## src/rtl/rip_pkg.sv

```systemverilog
// ----------------------------------------------------------------------------
// rip_pkg
// shared types and constants of the ring insert position finder
// ----------------------------------------------------------------------------
package rip_pkg;

   localparam int unsigned POS_W = 9;
   localparam int unsigned VAL_W = 32;
   localparam int unsigned REQ_W = 2;

   // request codes
   localparam logic [REQ_W-1:0] REQ_CLEAR  = 2'd0;
   localparam logic [REQ_W-1:0] REQ_PUSH   = 2'd1;
   localparam logic [REQ_W-1:0] REQ_PLACE  = 2'd2;
   localparam logic [REQ_W-1:0] REQ_SORTED = 2'd3;

   // order modes
   localparam logic MODE_ASCEND  = 1'b0;
   localparam logic MODE_DESCEND = 1'b1;

   localparam logic signed [VAL_W-1:0] VAL_MIN = 32'sh8000_0000;
   localparam logic signed [VAL_W-1:0] VAL_MAX = 32'sh7fff_ffff;

   // controller to datapath
   typedef struct packed {
      logic capture;   // take a request beat, apply clear or push
      logic rd_start;  // read the top entry
      logic advance;   // keep the read entry as upper neighbor, read the next one down
      logic load_rsp;  // fill the result register
      logic use_scan;  // result position comes from the scan
   } rip_cmd_type;

   // datapath to controller
   typedef struct packed {
      logic is_update; // latched request is clear or push
      logic empty;
      logic single;
      logic hit;       // current neighbor pair satisfies the query
      logic idx_zero;  // lower neighbor is the bottom entry
   } rip_status_type;

endpackage

```

## src/rtl/rip_controller.sv

```systemverilog
// ----------------------------------------------------------------------------
// rip_controller
// sequencer for request intake, top-down scan and result handoff
// ----------------------------------------------------------------------------
module rip_controller (
   input  logic                      clock,
   input  logic                      reset,
   input  logic                      req_valid,
   output logic                      req_ready,
   output logic                      rsp_valid,
   input  logic                      rsp_ready,
   input  rip_pkg::rip_status_type   status,
   output rip_pkg::rip_cmd_type      cmd
);

   localparam logic [2:0] ST_IDLE   = 3'd0;
   localparam logic [2:0] ST_DECIDE = 3'd1;
   localparam logic [2:0] ST_FIRST  = 3'd2;
   localparam logic [2:0] ST_SCAN   = 3'd3;

   logic [2:0] state_ff, state_in;
   logic       valid_ff, valid_in;
   logic       out_free;

   assign out_free  = !valid_ff || rsp_ready;
   assign req_ready = (state_ff == ST_IDLE);
   assign rsp_valid = valid_ff;

   always_comb begin
      state_in = state_ff;
      cmd      = '0;
      case (state_ff)
         ST_IDLE: begin
            if (req_valid) begin
               cmd.capture = 1'b1;
               state_in    = ST_DECIDE;
            end
         end
         ST_DECIDE: begin
            if (status.is_update || status.empty || status.single) begin
               if (out_free) begin
                  cmd.load_rsp = 1'b1;
                  state_in     = ST_IDLE;
               end
            end else begin
               cmd.rd_start = 1'b1;
               state_in     = ST_FIRST;
            end
         end
         ST_FIRST: begin
            cmd.advance = 1'b1;
            state_in    = ST_SCAN;
         end
         ST_SCAN: begin
            if (status.hit || status.idx_zero) begin
               if (out_free) begin
                  cmd.load_rsp = 1'b1;
                  cmd.use_scan = 1'b1;
                  state_in     = ST_IDLE;
               end
            end else begin
               cmd.advance = 1'b1;
            end
         end
         default: begin
            state_in = ST_IDLE;
         end
      endcase
   end

   always_comb begin
      valid_in = valid_ff;
      if (cmd.load_rsp) begin
         valid_in = 1'b1;
      end else if (rsp_ready) begin
         valid_in = 1'b0;
      end
   end

   always_ff @(posedge clock) begin
      if (reset) begin
         state_ff <= ST_IDLE;
         valid_ff <= 1'b0;
      end else begin
         state_ff <= state_in;
         valid_ff <= valid_in;
      end
   end

endmodule

```

## config.mk

```make
export PLATFORM = sky130hd
export DESIGN_NAME = rip_controller
export DESIGN_NICKNAME = d
export VERILOG_FILES = /design/src/rtl/rip_pkg.sv /design/src/rtl/rip_controller.sv
export SDC_FILE = /design/constraint.sdc
export NUM_CORES = 1
export LEC_CHECK = 0
export BUFFER_PORTS_ARGS = -buffer_cell sky130_fd_sc_hd__buf_2
export CAP_MARGIN = 20
export CORE_AREA = 10 10 47 49
export CTS_BUF_LIST = sky130_fd_sc_hd__clkbuf_2
export DETAILED_ROUTE_END_ITERATION = 12
export DIE_AREA = 0 0 57 59
export GPL_TIMING_DRIVEN = 1
export HOLD_SLACK_MARGIN = 0.05
export PLACE_DENSITY = 0.43
export SETUP_SLACK_MARGIN = 0.3
export SLEW_MARGIN = 20
export SYNTH_ARGS = -nofsm -noshare
export SYNTH_HDL_FRONTEND = slang
export SYNTH_SLANG_ARGS = --single-unit
```

## constraint.sdc

```tcl
create_clock -name clock -period 1.64 [get_ports clock]
set_input_delay 0.164 -clock clock [delete_from_list [all_inputs] [get_ports clock]]
set_output_delay 0.164 -clock clock [all_outputs]
set_load 0.1 [all_outputs]
```

Word level (Yosys, flattened, before mapping)
Cells that the tools add are included.
W data, S select, Z words.

storage, ports and cells
  register bits after elaboration = 4
  logic and storage cells = 34

cells by class
  mux-type cells = 19
  equal/unequal tests = 5
  reductions and logical operators = 8

operators by type and width
  cell                  count
  $mux W3               4
  $pmux W3 S4           1
  $mux W1               10
  $eq A3 B2 Y1 const B  2
  $logic_or A1 B1 Y1    4
  $mux W2               2
  $ne A2 B2 Y1 const B  2
  $pmux W1 S2           2
  $eq A3 B1 Y1 const B  1
  $logic_not A3 Y1      1
  $reduce_and A2 Y1     1
  $reduce_bool A2 Y1    1
  $logic_not A1 Y1      1

Longest topological paths before layout
  depth in word-level cells = 6
  mapped depth = 5

Worst setup path before layout
No wires, ideal clock.

  kind = reg-to-output
  start = reg state_ff[0]
  end = out cmd[4] (netlist bit)
  setup slack = -2.019 ns
  data arrival time = 3.495 ns
  stages on the path, launching flop included = 4
  cell sequence = dfxtp_1 > buf_2 > nor3_1 > and2_1

RTL lines
  what                    RTL line              RTL
  start, declared         rip_controller.sv:21  logic [2:0] state_ff, state_in;
  start signal, assigned  rip_controller.sv:85  state_ff <= state_in;
  end, declared           rip_controller.sv:13  output rip_pkg::rip_cmd_type cmd

==> impl_metrics.csv <==
group,metric,value,unit
grt,antenna_found_initial,0,
synth,syn_area,260,um2
drt,routed_via_density,4.43,
grt,grt_max_degree,8,
die,start_util,0.186,
worst_setup_path,cp-end-kind,"primary output",
timing,fmax,749,MHz
timing,skew,8.86,ps
pwr,p_per_area,551,nW/um2
final_layout,drive_gt1_frac,0.623,
synth,ys_warn_count,0,
final_layout,final_util,0.361,
final_layout,antennaDiodeCount,0,
synth,yosysMostFrequentCell,"a21oi_1",
worst_setup_path,arrival,1170,ps
clocking,cts_tree,"built",
timing,final-hold-violation-count,0,
timing,fin_ws,305,ps
placed_design,dp_slack,269,ps
timing,period_share,0.814,
grt,grt_pass1_vias,310,
pwr,ir_drop,0.000268,V
synth,ys_seq_elements,4,
timing,rsz0062_at_grt,"yes",
final_layout,layout.nets,63,
job,cap_violations,0,
synth,syn_nets,42,
clocking,cts_buffers,3,
synth,synthArstFlopShare,0,
clocking,clk_latency,200,ps
final_layout,area_growth,94.2,%
status,status,"completed",
drt,num_vias,306,
drt,wl,765,um
worst_setup_path,ff2ff_setup_slack,470,ps
die,ios,16,
clocking,cts_root_buf,"clkbuf_2",
timing,post-route-min-period,1340,ps
timing,setup_viol,0,
worst_setup_path,crit_type,"reg -> out",
hold_path,hp-class,"in -> reg",
die,die_y,59,um
die,core,1400,um2
drt,antenna_left,0,
grt,overflow,0,
grt,grt_usage,0.0467,
synth,synth_common_cells,"a21oi_1 (5), dfxtp_1 (4), nand2_1 (4)",
grt,grt_pass1_wl,1.28,mm
drt,drtPass1Iterations,2,
die,core.rowCount,14,
drt,drt_iter0_drc,4,
worst_setup_path,worst_setup_path_start_kind,"flop",
pwr,leakage,0.220,nW
synth,synth-edff-count,0,
drt,wl_per_cell,11.1,um
placed_design,dp_hpwl,645,um
synth,syn_avg_cell_area,7.89,um2
worst_setup_path,crit_required,1480,ps
die,fp.dieArea,3360,um2
placed_design,place.port_buffers,15,
die,die_w,57,um
worst_setup_path,crit_fanout,5,
synth,yosys.area.top_type,"dfxtp_1",
synth,synth_top_area_share,0.308,
timing,slew_violations,0,
clocking,clk_path_buf_depth,2,
synth,yosysSeqAreaShare,0.308,
clocking,cts.htree.levels,1,
synth,yosys-top-cells-area,"dfxtp_1 (31%), a21oi_1 (9.6%), nor4_4 (8.2%)",
placed_design,routabilityCongestion,0.666,
clocking,clock-sinks,4,
synth,postSynthCellCount,33,
clocking,clk_pin_slew,50,ps
synth,synthDistinctLibCells,22,
synth,ys_dominant_reg_cell,"dfxtp_1",
drt,drc,0,
[worst paths after layout]
kind          startpoint          end  cells past startpoint
min reg2reg  state_ff[1]  state_ff[0]                      2
max          state_ff[1]       cmd[1]                      4
max reg2reg  state_ff[2]  state_ff[1]                      4
min                reset    rsp_valid                      2
[per-layer routing]
metal,vias up,wire length [um],GRT usage,share of wire
met2,9,380,0.0744,0.50
li1,153,-,-,-
met4,0,0,0.0302,0
met5,-,0,0,0
met1,144,274,0.0440,0.36
met3,0,110,0.0300,0.14
[critical path, cell delays in order, from the launching register on]
cell	delay, ps
dfxtp_4	360
nor4_4	180
a21oi_1	80
and3_1	180
buf_12	170
[flip-flops by register name, indices dropped and copies added, names as in the netlist]
register / cells
state_ff: 3
rsp_valid: 1
[metrics by stage]
stage	power, W	hold WS [ps]	setup TNS (ps)	cells	area (um2)
5_1_grt	0.000294	136	0	69	505
6_report	0.000279	135	0	69	505
3_5_place_dp	0.000175	352	0	63	448
3_3_place_gp	0.000175	343	0	63	448
4_1_cts	0.000285	128	0	68	490
2_1_floorplan	0.000151	223	-355	33	289
[layout make-up]
type	count	area, um2
Sequential cell	4	92.6
Fill cell	157	896
Inverter	1	3.75
Tap cell	16	20.0
Timing Repair Buffer	18	179
Multi-Input combinational cell	26	190
Clock buffer	4	20.0
[repair_timing]
item                                    4_1_cts  5_1_grt
resized for setup                             6        3
setup buffers                                 1        1
pin swaps                                     1        2
hold buffers                                  0        0
endpoints found under the setup margin        5        6
cloned                                        0        0
[power by group]
group,internal (W),total [W],switching [W]
combinational,0.0000288,0.0000748,0.0000459
clock,0.0000644,0.000104,0.0000392
sequential,0.0000965,0.000100,0.00000374
[kinds of logic after synthesis]
logic type             count (synthesis)  synth area share
AND/OR/NAND/NOR                       18             0.466
AO/OA/AOI/OAI                          7             0.149
flip-flops                             4             0.308
buffers and inverters                  3            0.0625
other                                  1            0.0144
[layout by cell type, fill, tap and decap left out, types with 2 or more instances in the layout]
cell and count:
a21oi_1 4, and2_4 2, buf_12 5, buf_2 9
buf_4 3, clkbuf_2 4, dfxtp_4 3, nand2_1 4
Power figures use the tool's default switching activity.
